$ cat config.mk
export PLATFORM = sky130hd
export DESIGN_NAME = c_token_scanner
export DESIGN_NICKNAME = d
export VERILOG_FILES = /design/src/rtl/cts_pkg.sv /design/src/rtl/cts_front.sv /design/src/rtl/cts_queue.sv /design/src/rtl/cts_back.sv /design/src/rtl/c_token_scanner.sv
export VERILOG_INCLUDE_DIRS = /design/src /design/src/rtl
export SDC_FILE = /design/constraint.sdc
export NUM_CORES = 2
export LEC_CHECK = 0
export BUFFER_PORTS_ARGS = -buffer_cell sky130_fd_sc_hd__buf_2
export CAP_MARGIN = 30
export CELL_PAD_IN_SITES_DETAIL_PLACEMENT = 0
export CELL_PAD_IN_SITES_GLOBAL_PLACEMENT = 1
export CORE_ASPECT_RATIO = 1.4
export CORE_UTILIZATION = 55
export CTS_CLUSTER_SIZE = 28
export DETAILED_ROUTE_END_ITERATION = 6
export PLACE_DENSITY = 0.83
export SYNTH_ARGS = -nofsm -noshare
export SYNTH_HDL_FRONTEND = slang
export SYNTH_HIERARCHICAL = 1
export SYNTH_SLANG_ARGS = --single-unit
$ cat constraint.sdc
create_clock -name clk -period 29.6 [get_ports clk]
set_input_delay 5.92 -clock clk [delete_from_list [all_inputs] [get_ports clk]]
set_output_delay 5.92 -clock clk [all_outputs]
set_load 0.05 [all_outputs]
$ cat src/rtl/c_token_scanner_assert.svh
// ----------------------------------------------------------------------------
// c_token_scanner_assert: assertion macros used by the scanner queue
// clock clk, synchronous active-low reset rst_n
// ----------------------------------------------------------------------------
`ifndef C_TOKEN_SCANNER_ASSERT_SVH
`define C_TOKEN_SCANNER_ASSERT_SVH

// property that must hold at every edge out of reset
`define CTS_ASSERT(lbl, prop, msg) \
  lbl: assert property (@(posedge clk) disable iff (!rst_n) (prop)) else $error(msg);

// cause in one cycle, effect in the next
`define CTS_ASSERT_NEXT(lbl, cause, effect, msg) \
  lbl: assert property (@(posedge clk) disable iff (!rst_n) (cause) |=> (effect)) \
    else $error(msg);

`endif

$ cat src/rtl/cts_pkg.sv
// ----------------------------------------------------------------------------
// cts_pkg
// types, codes and symbol tables of the c token scanner
// ----------------------------------------------------------------------------
package cts_pkg;

  localparam int POS_W       = 16;
  localparam int MAX_OUT     = 4;
  localparam int QUEUE_DEPTH = 4;
  localparam int OP_COUNT    = 34;
  localparam int PUNCT_COUNT = 13;
  localparam logic [POS_W-1:0] POS_MAX = {POS_W{1'b1}};

  // token classes
  localparam logic [2:0] CLS_ERROR   = 3'd0;
  localparam logic [2:0] CLS_LITERAL = 3'd1;
  localparam logic [2:0] CLS_OP      = 3'd2;
  localparam logic [2:0] CLS_PUNCT   = 3'd3;
  localparam logic [2:0] CLS_EOF     = 3'd4;

  // codes
  localparam logic [5:0] ERR_BADCHAR = 6'd0;
  localparam logic [5:0] ERR_PREFIX  = 6'd1;
  localparam logic [1:0] RADIX_DEC   = 2'd0;
  localparam logic [1:0] RADIX_HEX   = 2'd1;
  localparam logic [1:0] RADIX_BIN   = 2'd2;

  typedef enum logic [2:0] {
    MODE_IDLE, MODE_ZERO, MODE_DEC, MODE_PREFIX, MODE_DIGITS, MODE_SYMBOL
  } mode_t;

  typedef struct packed {
    logic [7:0] byte_in;
    logic       end_of_input;
  } in_item_t;

  typedef struct packed {
    logic [2:0]       token_class;
    logic [5:0]       token_code;
    logic [63:0]      literal_value;
    logic             literal_overflow;
    logic [POS_W-1:0] token_line;
    logic [POS_W-1:0] token_column;
    logic             last_of_run;
  } tok_t;

  // all results of one input item
  typedef struct packed {
    tok_t [MAX_OUT-1:0] toks;
    logic [2:0]         cnt;
  } bundle_t;

  typedef struct packed {
    logic [1:0] len;
    logic [7:0] c0;
    logic [7:0] c1;
    logic [7:0] c2;
  } sym_t;

  typedef struct packed {
    logic       hit;
    logic [2:0] cls;
    logic [5:0] code;
  } match_t;

  localparam logic [7:0] NUL = 8'h00;

  localparam sym_t OP_TAB [OP_COUNT] = '{
    '{2'd1, "<", NUL, NUL}, '{2'd1, ">", NUL, NUL}, '{2'd1, "*", NUL, NUL},
    '{2'd1, "&", NUL, NUL}, '{2'd1, "+", NUL, NUL}, '{2'd1, "-", NUL, NUL},
    '{2'd1, "/", NUL, NUL}, '{2'd1, "%", NUL, NUL}, '{2'd2, "=", "=", NUL},
    '{2'd2, "!", "=", NUL}, '{2'd2, ">", "=", NUL}, '{2'd2, "<", "=", NUL},
    '{2'd2, "&", "&", NUL}, '{2'd2, "|", "|", NUL}, '{2'd1, "!", NUL, NUL},
    '{2'd1, "|", NUL, NUL}, '{2'd1, "^", NUL, NUL}, '{2'd1, "~", NUL, NUL},
    '{2'd2, "<", "<", NUL}, '{2'd2, ">", ">", NUL}, '{2'd1, "=", NUL, NUL},
    '{2'd2, "+", "=", NUL}, '{2'd2, "-", "=", NUL}, '{2'd2, "*", "=", NUL},
    '{2'd2, "/", "=", NUL}, '{2'd2, "%", "=", NUL}, '{2'd2, "&", "=", NUL},
    '{2'd2, "|", "=", NUL}, '{2'd2, "^", "=", NUL}, '{2'd3, "<", "<", "="},
    '{2'd3, ">", ">", "="}, '{2'd2, "+", "+", NUL}, '{2'd2, "-", "-", NUL},
    '{2'd1, "?", NUL, NUL}
  };

  localparam sym_t PUNCT_TAB [PUNCT_COUNT] = '{
    '{2'd1, "{", NUL, NUL}, '{2'd1, "}", NUL, NUL}, '{2'd1, "[", NUL, NUL},
    '{2'd1, "]", NUL, NUL}, '{2'd1, "(", NUL, NUL}, '{2'd1, ")", NUL, NUL},
    '{2'd1, ",", NUL, NUL}, '{2'd1, ";", NUL, NUL}, '{2'd1, ":", NUL, NUL},
    '{2'd2, ":", ":", NUL}, '{2'd1, ".", NUL, NUL}, '{2'd3, ".", ".", "."},
    '{2'd2, "-", ">", NUL}
  };

  function automatic logic sym_eq(sym_t e, logic [7:0] w0, logic [7:0] w1,
                                  logic [7:0] w2, logic [1:0] n);
    return (e.len == n) && (e.c0 == w0) && (n < 2'd2 || e.c1 == w1) &&
           (n < 2'd3 || e.c2 == w2);
  endfunction

  function automatic logic sym_ext(sym_t e, logic [7:0] w0, logic [7:0] w1,
                                   logic [7:0] w2, logic [1:0] n);
    return (e.len > n) && (n < 2'd1 || e.c0 == w0) && (n < 2'd2 || e.c1 == w1) &&
           (n < 2'd3 || e.c2 == w2);
  endfunction

  // exact match, lowest operator index first, then punctuation
  function automatic match_t find_exact(logic [7:0] w0, logic [7:0] w1,
                                        logic [7:0] w2, logic [1:0] n);
    match_t m;
    m = '0;
    for (int i = PUNCT_COUNT - 1; i >= 0; i--) begin
      if (sym_eq(PUNCT_TAB[i], w0, w1, w2, n)) begin
        m = '{1'b1, CLS_PUNCT, 6'(i)};
      end
    end
    for (int i = OP_COUNT - 1; i >= 0; i--) begin
      if (sym_eq(OP_TAB[i], w0, w1, w2, n)) begin
        m = '{1'b1, CLS_OP, 6'(i)};
      end
    end
    return m;
  endfunction

  function automatic logic can_ext(logic [7:0] w0, logic [7:0] w1,
                                   logic [7:0] w2, logic [1:0] n);
    logic r;
    r = 1'b0;
    for (int i = 0; i < OP_COUNT; i++) r = r | sym_ext(OP_TAB[i], w0, w1, w2, n);
    for (int i = 0; i < PUNCT_COUNT; i++) r = r | sym_ext(PUNCT_TAB[i], w0, w1, w2, n);
    return r;
  endfunction

  function automatic logic [POS_W-1:0] pos_add(logic [POS_W-1:0] p, logic [1:0] k);
    logic [POS_W:0] s;
    s = {1'b0, p} + {{(POS_W-1){1'b0}}, k};
    return s[POS_W] ? POS_MAX : s[POS_W-1:0];
  endfunction

  function automatic tok_t mk_tok(logic [2:0] cls, logic [5:0] code, logic [63:0] val,
                                  logic ovf, logic [POS_W-1:0] ln,
                                  logic [POS_W-1:0] col);
    tok_t t;
    t.token_class      = cls;
    t.token_code       = code;
    t.literal_value    = val;
    t.literal_overflow = ovf;
    t.token_line       = ln;
    t.token_column     = col;
    t.last_of_run      = 1'b0;
    return t;
  endfunction

endpackage

$ cat src/rtl/cts_front.sv
// ----------------------------------------------------------------------------
// cts_front
// takes one byte a cycle on take, classifies it, builds the tokens it closes
// ----------------------------------------------------------------------------
module cts_front
  import cts_pkg::*;
(
  input  logic     clk,
  input  logic     rst_n,
  input  logic     take,
  input  in_item_t item,
  output logic     bundle_push,
  output bundle_t  bundle
);

  logic [POS_W-1:0] ln_r, ln_nxt, col_r, col_nxt, sl_r, sl_nxt, sc_r, sc_nxt;
  logic [7:0]       w_r [3];
  logic [7:0]       w_nxt [3];
  logic [1:0]       fill_r, fill_nxt;
  mode_t            mode_r, mode_nxt;
  logic [1:0]       radix_r, radix_nxt;
  logic [63:0]      acc_r, acc_nxt;
  logic             ovf_r, ovf_nxt, halt_r, halt_nxt;

  logic [7:0]  c;
  logic [3:0]  dv;
  logic        dok, is_dig, is_sp, is_sym;
  logic [67:0] prod;
  logic [63:0] acc_new;
  logic        ovf_new;
  tok_t        toks [MAX_OUT];
  logic [2:0]  cnt;
  logic        do_push, do_flush, beg, b_dig, b_sym, b_bad;
  match_t      m1, m2, m3, m;
  logic [1:0]  len;
  match_t      ms;

  // byte classification, digit decode and literal accumulate
  always_comb begin
    c      = item.byte_in;
    is_dig = (c >= "0" && c <= "9");
    is_sp  = (c == 8'h20 || c == 8'h09 || c == 8'h0a || c == 8'h0b ||
              c == 8'h0c || c == 8'h0d);
    ms     = find_exact(c, NUL, NUL, 2'd1);
    is_sym = ms.hit;
    dok    = 1'b1;
    dv     = 4'd0;
    if (is_dig) dv = 4'(c - "0");
    else if (c >= "a" && c <= "f") dv = 4'(c - "a" + 8'd10);
    else if (c >= "A" && c <= "F") dv = 4'(c - "A" + 8'd10);
    else dok = 1'b0;
    if (radix_r == RADIX_DEC && dv > 4'd9) dok = 1'b0;
    if (radix_r == RADIX_BIN && dv > 4'd1) dok = 1'b0;
    if (radix_r == RADIX_HEX)      prod = {acc_r, 4'd0} + {64'd0, dv};
    else if (radix_r == RADIX_BIN) prod = {3'd0, acc_r, 1'b0} + {64'd0, dv};
    else prod = {1'b0, acc_r, 3'd0} + {3'd0, acc_r, 1'b0} + {64'd0, dv};
    if (ovf_r) begin
      acc_new = acc_r;
      ovf_new = 1'b1;
    end else if (prod[67:64] != 4'd0) begin
      acc_new = '1;
      ovf_new = 1'b1;
    end else begin
      acc_new = prod[63:0];
      ovf_new = 1'b0;
    end
  end

  // scanner step
  always_comb begin
    ln_nxt = ln_r; col_nxt = col_r; sl_nxt = sl_r; sc_nxt = sc_r;
    w_nxt = w_r; fill_nxt = fill_r; mode_nxt = mode_r; radix_nxt = radix_r;
    acc_nxt = acc_r; ovf_nxt = ovf_r; halt_nxt = halt_r;
    for (int i = 0; i < MAX_OUT; i++) toks[i] = '0;
    cnt = 3'd0;
    do_push = 1'b0; do_flush = 1'b0; beg = 1'b0;
    b_dig = 1'b0; b_sym = 1'b0; b_bad = 1'b0;
    m1 = '0; m2 = '0; m3 = '0; m = '0; len = 2'd1;

    if (take) begin
      if (item.end_of_input) begin
        // flush what is pending
        if (!halt_r) begin
          case (mode_r)
            MODE_ZERO, MODE_DEC, MODE_DIGITS: begin
              toks[cnt[1:0]] = mk_tok(CLS_LITERAL, {4'd0, radix_r}, acc_r, ovf_r,
                                      sl_r, sc_r);
              cnt = cnt + 3'd1;
            end
            MODE_PREFIX: begin
              toks[cnt[1:0]] = mk_tok(CLS_ERROR, ERR_PREFIX, 64'd0, 1'b0, sl_r, sc_r);
              cnt = cnt + 3'd1;
            end
            MODE_SYMBOL: do_flush = 1'b1;
            default: ;
          endcase
        end
      end else if (!halt_r) begin
        // per-mode handling of the byte
        unique case (mode_r)
          MODE_ZERO: begin
            if (c == "x" || c == "X") begin
              radix_nxt = RADIX_HEX; mode_nxt = MODE_PREFIX;
            end else if (c == "b" || c == "B") begin
              radix_nxt = RADIX_BIN; mode_nxt = MODE_PREFIX;
            end else if (is_dig) begin
              acc_nxt = acc_new; ovf_nxt = ovf_new; mode_nxt = MODE_DEC;
            end else begin
              toks[cnt[1:0]] = mk_tok(CLS_LITERAL, {4'd0, radix_r}, acc_r, ovf_r,
                                      sl_r, sc_r);
              cnt = cnt + 3'd1;
              mode_nxt = MODE_IDLE; beg = 1'b1;
            end
          end
          MODE_PREFIX: begin
            if (dok) begin
              acc_nxt = acc_new; ovf_nxt = ovf_new; mode_nxt = MODE_DIGITS;
            end else begin
              toks[cnt[1:0]] = mk_tok(CLS_ERROR, ERR_PREFIX, 64'd0, 1'b0, sl_r, sc_r);
              cnt = cnt + 3'd1;
              mode_nxt = MODE_IDLE; halt_nxt = 1'b1;
            end
          end
          MODE_DEC, MODE_DIGITS: begin
            if (dok) begin
              acc_nxt = acc_new; ovf_nxt = ovf_new;
            end else begin
              toks[cnt[1:0]] = mk_tok(CLS_LITERAL, {4'd0, radix_r}, acc_r, ovf_r,
                                      sl_r, sc_r);
              cnt = cnt + 3'd1;
              mode_nxt = MODE_IDLE; beg = 1'b1;
            end
          end
          MODE_SYMBOL: begin
            if (is_sym) begin
              do_push = 1'b1;
            end else begin
              do_flush = 1'b1; mode_nxt = MODE_IDLE; beg = 1'b1;
            end
          end
          default: begin
            mode_nxt = MODE_IDLE; beg = 1'b1;
          end
        endcase

        // start of a new token
        if (beg && !is_sp) begin
          if (is_dig) b_dig = 1'b1;
          else if (is_sym) b_sym = 1'b1;
          else b_bad = 1'b1;
        end
        if (b_sym) do_push = 1'b1;

        // shift the byte into the symbol window
        if (do_push) begin
          if (fill_nxt == 2'd0) begin
            sl_nxt = ln_r; sc_nxt = col_r;
          end
          w_nxt[fill_nxt] = c;
          fill_nxt = fill_nxt + 2'd1;
        end
      end

      // longest match at the window head, up to three heads
      for (int k = 0; k < 3; k++) begin
        if (fill_nxt != 2'd0 &&
            (do_flush || !can_ext(w_nxt[0], w_nxt[1], w_nxt[2], fill_nxt))) begin
          m3 = find_exact(w_nxt[0], w_nxt[1], w_nxt[2], 2'd3);
          m2 = find_exact(w_nxt[0], w_nxt[1], w_nxt[2], 2'd2);
          m1 = find_exact(w_nxt[0], w_nxt[1], w_nxt[2], 2'd1);
          if (fill_nxt == 2'd3 && m3.hit) begin
            len = 2'd3; m = m3;
          end else if (fill_nxt >= 2'd2 && m2.hit) begin
            len = 2'd2; m = m2;
          end else begin
            len = 2'd1; m = m1;
          end
          if (!m.hit) begin
            m.cls = CLS_ERROR; m.code = ERR_BADCHAR;
          end
          if (cnt < 3'(MAX_OUT)) begin
            toks[cnt[1:0]] = mk_tok(m.cls, m.code, 64'd0, 1'b0, sl_nxt, sc_nxt);
            cnt = cnt + 3'd1;
          end
          if (len == 2'd1) begin
            w_nxt[0] = w_nxt[1]; w_nxt[1] = w_nxt[2]; w_nxt[2] = NUL;
          end else if (len == 2'd2) begin
            w_nxt[0] = w_nxt[2]; w_nxt[1] = NUL; w_nxt[2] = NUL;
          end else begin
            w_nxt[0] = NUL; w_nxt[1] = NUL; w_nxt[2] = NUL;
          end
          fill_nxt = fill_nxt - len;
          sc_nxt   = pos_add(sc_nxt, len);
        end
      end
      if (do_push) mode_nxt = (fill_nxt != 2'd0) ? MODE_SYMBOL : MODE_IDLE;
      if (do_flush) mode_nxt = MODE_IDLE;

      // literal start, after the flush so the old start position is used
      if (b_dig) begin
        sl_nxt = ln_r; sc_nxt = col_r;
        radix_nxt = RADIX_DEC; ovf_nxt = 1'b0;
        acc_nxt = {60'd0, 4'(c - "0")};
        mode_nxt = (c == "0") ? MODE_ZERO : MODE_DEC;
      end
      if (b_bad && cnt < 3'(MAX_OUT)) begin
        toks[cnt[1:0]] = mk_tok(CLS_ERROR, ERR_BADCHAR, 64'd0, 1'b0, ln_r, col_r);
        cnt = cnt + 3'd1;
        halt_nxt = 1'b1;
      end

      if (item.end_of_input) begin
        // end token, then back to the reset state
        if (cnt < 3'(MAX_OUT)) begin
          toks[cnt[1:0]] = mk_tok(CLS_EOF, 6'd0, 64'd0, 1'b0, ln_r, col_r);
          cnt = cnt + 3'd1;
        end
        ln_nxt = POS_W'(1); col_nxt = POS_W'(1); sl_nxt = POS_W'(1); sc_nxt = POS_W'(1);
        w_nxt[0] = NUL; w_nxt[1] = NUL; w_nxt[2] = NUL;
        fill_nxt = 2'd0; mode_nxt = MODE_IDLE; radix_nxt = RADIX_DEC;
        acc_nxt = 64'd0; ovf_nxt = 1'b0; halt_nxt = 1'b0;
      end else if (c == 8'h0a) begin
        ln_nxt = pos_add(ln_r, 2'd1); col_nxt = POS_W'(1);
      end else begin
        col_nxt = pos_add(col_r, 2'd1);
      end

      if (cnt != 3'd0) toks[2'(cnt - 3'd1)].last_of_run = 1'b1;
    end
  end

  // pack the results for the queue
  always_comb begin
    for (int i = 0; i < MAX_OUT; i++) bundle.toks[i] = toks[i];
    bundle.cnt  = cnt;
    bundle_push = take && (cnt != 3'd0);
  end

  // scanner state
  always_ff @(posedge clk) begin
    if (!rst_n) begin
      ln_r <= POS_W'(1); col_r <= POS_W'(1); sl_r <= POS_W'(1); sc_r <= POS_W'(1);
      w_r[0] <= NUL; w_r[1] <= NUL; w_r[2] <= NUL;
      fill_r <= 2'd0; mode_r <= MODE_IDLE; radix_r <= RADIX_DEC;
      acc_r <= 64'd0; ovf_r <= 1'b0; halt_r <= 1'b0;
    end else begin
      ln_r <= ln_nxt; col_r <= col_nxt; sl_r <= sl_nxt; sc_r <= sc_nxt;
      w_r <= w_nxt; fill_r <= fill_nxt; mode_r <= mode_nxt; radix_r <= radix_nxt;
      acc_r <= acc_nxt; ovf_r <= ovf_nxt; halt_r <= halt_nxt;
    end
  end

endmodule

$ cat src/rtl/cts_queue.sv
// ----------------------------------------------------------------------------
// cts_queue
// short queue of result bundles between the front and the back
// ----------------------------------------------------------------------------
module cts_queue
  import cts_pkg::*;
#(
  parameter int DEPTH = QUEUE_DEPTH
) (
  input  logic    clk,
  input  logic    rst_n,
  input  logic    push_i,
  input  bundle_t wdata,
  input  logic    pop_i,
  output bundle_t head,
  output logic    full,
  output logic    empty
);

  localparam int PTR_W = (DEPTH > 1) ? $clog2(DEPTH) : 1;
  localparam int CNT_W = $clog2(DEPTH + 1);

  bundle_t            mem [DEPTH];
  logic [PTR_W-1:0]   wp_r, wp_nxt, rp_r, rp_nxt;
  logic [CNT_W-1:0]   cnt_r, cnt_nxt;
  logic               do_wr, do_rd;

  // pointer and count update
  always_comb begin
    do_wr   = push_i && !full;
    do_rd   = pop_i && !empty;
    wp_nxt  = wp_r;
    rp_nxt  = rp_r;
    cnt_nxt = cnt_r;
    if (do_wr) wp_nxt = (wp_r == PTR_W'(DEPTH - 1)) ? '0 : wp_r + 1'b1;
    if (do_rd) rp_nxt = (rp_r == PTR_W'(DEPTH - 1)) ? '0 : rp_r + 1'b1;
    if (do_wr && !do_rd) cnt_nxt = cnt_r + 1'b1;
    else if (do_rd && !do_wr) cnt_nxt = cnt_r - 1'b1;
  end

  assign full  = (cnt_r == CNT_W'(DEPTH));
  assign empty = (cnt_r == '0);
  assign head  = mem[rp_r];

  // storage
  always_ff @(posedge clk) begin
    if (do_wr) mem[wp_r] <= wdata;
  end

  always_ff @(posedge clk) begin
    if (!rst_n) begin
      wp_r <= '0; rp_r <= '0; cnt_r <= '0;
    end else begin
      wp_r <= wp_nxt; rp_r <= rp_nxt; cnt_r <= cnt_nxt;
    end
  end

`include "c_token_scanner_assert.svh"

  `CTS_ASSERT(a_cnt_bound, cnt_r <= CNT_W'(DEPTH), "queue count over depth")
  `CTS_ASSERT(a_no_push_full, full |-> !push_i, "front pushed into a full queue")
  `CTS_ASSERT(a_head_nonzero, !empty |-> head.cnt != 3'd0, "queued bundle holds no item")
  `CTS_ASSERT_NEXT(a_cnt_up, push_i && !pop_i && !full, cnt_r == $past(cnt_r) + 1'b1, "queue count did not grow")

endmodule

$ cat src/rtl/cts_back.sv
// ----------------------------------------------------------------------------
// cts_back
// hands out the tokens of the head bundle one per pop
// ----------------------------------------------------------------------------
module cts_back
  import cts_pkg::*;
(
  input  logic    clk,
  input  logic    rst_n,
  input  bundle_t head,
  input  logic    q_empty,
  output logic    q_pop,
  output tok_t    out_item,
  input  logic    pop,
  output logic    empty
);

  logic [1:0] idx_r, idx_nxt;
  logic       last;

  // select the current token and step through the bundle
  always_comb begin
    out_item = head.toks[idx_r];
    empty    = q_empty;
    last     = (idx_r == 2'(head.cnt - 3'd1));
    q_pop    = pop && !q_empty && last;
    idx_nxt  = idx_r;
    if (pop && !q_empty) idx_nxt = last ? 2'd0 : idx_r + 2'd1;
  end

  always_ff @(posedge clk) begin
    if (!rst_n) begin
      idx_r <= 2'd0;
    end else begin
      idx_r <= idx_nxt;
    end
  end

endmodule

$ cat src/rtl/c_token_scanner.sv
// ----------------------------------------------------------------------------
// c_token_scanner
// streaming tokenizer for c operators, punctuation and integer literals
// ----------------------------------------------------------------------------
// One source byte is taken per cycle on push while full is low; the front
// scans it in that same cycle and writes every token it finishes into a
// four-bundle queue. The back returns one token per cycle on pop, so a byte
// that closes several tokens (at most four) occupies the output for that many
// pops; the queue absorbs such bursts and full rises only once it holds four
// bundles. After an error token the scanner ignores bytes until end of input,
// and the end token leaves it at line 1, column 1 for the next file.
module c_token_scanner
  import cts_pkg::*;
#(
  parameter int QDEPTH = QUEUE_DEPTH
) (
  input  logic     clk,
  input  logic     rst_n,
  input  logic     push,
  output logic     full,
  input  in_item_t in_item,
  output logic     empty,
  input  logic     pop,
  output tok_t     out_item
);

  logic    take, b_push, q_pop, q_empty;
  bundle_t b_data, q_head;

  assign take = push && !full;

  cts_front u_front (
    .clk(clk), .rst_n(rst_n), .take(take), .item(in_item),
    .bundle_push(b_push), .bundle(b_data)
  );

  cts_queue #(.DEPTH(QDEPTH)) u_queue (
    .clk(clk), .rst_n(rst_n), .push_i(b_push), .wdata(b_data), .pop_i(q_pop),
    .head(q_head), .full(full), .empty(q_empty)
  );

  cts_back u_back (
    .clk(clk), .rst_n(rst_n), .head(q_head), .q_empty(q_empty), .q_pop(q_pop),
    .out_item(out_item), .pop(pop), .empty(empty)
  );

endmodule

==> results.md <==
* CTS tree: built
* Worst Hold Launch: u_queue/wp_r[1]
* Setup CP Type: input pin to register
* CTS HTree Levels at 4
* Post-Syn Instances at 6585
* Pins Over Slew Limit at 0
* Slowest cell delay on critical path at 880 ps
* Vias in the first global route at 58800
* Post-Route WL at 266000 um
* Hold Path Depth at 2
* Reg clk slew, reported paths at 60 ps
* Remaining antenna violation count at 0
* First-pass GRT wire length at 389000 um
* CP max-delay cell: and2_4
* Worst setup EP type: register
* Via density per instance at 6.52
* Port Buf Inserts at 121
* Hold endpoint: u_queue/wp_r[1]
* Sequential fraction of design power at 0.428
* Maximum vdd drop at 0.102 mV
* Initial DRC Count at 6030
* Post_cts resized at 0
* Final routed DRC violation total at 0
* CP max FO at 64
* Max Freq at 0.0493 GHz
* Die Width at 350 um
* Final #Nets at 6786
* Drt pass-1 iters at 6
* Share of cells above drive strength 1 at 0.186
* Initial antenna violation count at 8
* Fin. Hold Viols at 0
* Lkg Pwr at 33.0 nW
* Hold crit path type: register to register
* Top sig layer: met5
* Total GRT Usage at 0.310
* CTS Sinks at 1892
* Die area at 171000 um2
* Final setup vio count at 0
* Max-cap violation count at 0
* Worst path top cell family by delay: simple AND/OR/NAND/NOR gates
* Startpoint types: input pin
* Post-CTS setup buffer count at 0
* Core area at 168000 um2
* Headroom to the max-slew limit at 0.255
* Clk root buf: clkbuf_16
* Largest net degree at the start of global routing at 135
* Synth Cell Area at 93200 um2
* Clk pwr share at 0.259
* R2R setup slack at 14990 ps
* Tcrit/Tclk final at 0.685
* RSZ-0062 raised after global routing: false
* Total I/O pin count at 122
* Skew final at 80.8 ps
* FF-to-FF path depth at 37
* Area growth syn-to-layout at 8.42%
* Met2 wire length at 138000 um
* Post-CTS Hold Fix Bufs at 0
* Latest clock arrival within the worst-skew pair at 870 ps
* Initial Utilization at 0.554
* Switching Fraction at 0.346
* CTS Buffer Depth at 3
* Routed wl met3 at 15500 um
* Pint at 0.00582 W
* Hold slack final at 513 ps
* Psw at 0.00308 W
* Required @ worst endpoint at 30060 ps
* Filler Cell Count at 12300
* Final RePlAce weighted congestion at 1.02
* Met1 WL at 94600 um
* Row Count at 178
* Reg2Reg Launch Point: u_front/radix_r[0]
* Grt ovf at 0
* Syn avg cell area at 14.2 um2
* Min Tclk post-route at 20290 ps
* Post-route cell area at 101000 um2
* R2r endpoint: u_queue/mem[2][130]
* Yosys warnings at 6
* Drt wl/cell at 29.5 um
* Least-Margin Pin Slew at 1110 ps
* Critical path buffers and inverters at 8
* Hpwl dp at 173000 um
* Setup TNS at 0 ps
* Pwr Density at 88.0 nW/um2
* Placed Area at 94900 um2
* Via count at 58700
* Combinational Power Share at 0.313
* Die Y at 489 um
* Status: finished clean
* CTS Buf Count at 171
* CP arrival at 20750 ps
state kept, by name, summed over array words and instances (netlist names), 3 cells and up, named ones only:
signal,flops
u_queue/mem,1720
u_front/sc_r,16
u_front/mode_r,3
u_front/col_r,16
u_front/sl_r,16
u_front/w_r,24
u_front/ln_r,16
u_queue/cnt_r,3
u_front/acc_r,64
worst max path at each step:
stage | from | end | slack [ps] | depth (start not counted)
final | in_item[1] | u_queue/mem[2][130] | 9310 | 41
after global routing | in_item[1] | u_queue/mem[2][34] | 8640 | 41
after CTS | in_item[1] | u_queue/mem[2][34] | 9450 | 41
after detailed placement | in_item[1] | u_queue/mem[2][345] | 8670 | 41
after floorplan | in_item[2] | u_queue/mem[0][0] | 4260 | 43
after global placement | in_item[1] | u_queue/mem[2][345] | 8760 | 41
final cells by class:
cell class,instances,area (um2),share of cell area
sequential,1892,55100,0.545
multi-input combinational,4157,34800,0.344
clock buffer,211,4510,0.0446
tap,2250,2820,0.0279
timing repair buffer,279,2030,0.0200
clock inverter,110,1440,0.0142
inverter,99,375,0.00371
antenna,4,10.0,0.0000991
placed cells by master, fill, tap and decap left out, drive strengths merged, types with 56 or more instances in the layout:
master / n
a31oi: 113
nand2: 452
and2: 105
a211oi: 92
inv: 104
ha: 166
dfxtp: 172
a21oi: 433
buf: 279
clkinv: 74
xnor2: 94
and3: 56
mux2i: 66
clkbuf: 211
nand3: 162
nor3: 125
o211ai: 72
mux4: 537
nor2: 410
edfxtp: 1720
conb: 195
o21ai: 258
per-stage QoR:
stage | utilization | cells | worst slack (ps) | total power, W
floorplan | - | 6779 | 4260 | 0.00597
global placement | 0.563 | 8654 | 8760 | 0.00649
detailed placement | 0.564 | 8668 | 8670 | 0.00658
CTS | 0.600 | 8989 | 9450 | 0.00892
global route | 0.601 | 8999 | 8640 | 0.00918
finish | 0.601 | 9002 | 9310 | 0.00889
worst reg2reg max path, delay by kind of cell, from the launching register on:
kind	cells	cell delay (ps)
flip-flops	1	610
adder cells (fa/ha/maj)	3	940
AND/OR/NAND/NOR	11	4320
buffers and inverters	6	2930
multiplexers	2	550
AO/OA/AOI/OAI	15	4820
layer usage:
layer	global-route usage	vias up
met5	0	-
met4	0.191	2
met3	0.0420	718
met2	0.542	2557
met1	0.361	29700
li1	-	25700
power by group through the flow:
stage / registers, W / logic [W] / clock network, W
floorplan: 0.00403 / 0.00195 / 0
global placement: 0.00379 / 0.00270 / 0
detailed placement: 0.00385 / 0.00273 / 0
CTS: 0.00381 / 0.00277 / 0.00234
global route: 0.00385 / 0.00290 / 0.00243
finish: 0.00381 / 0.00278 / 0.00230
(Power assumes the default switching activity.)
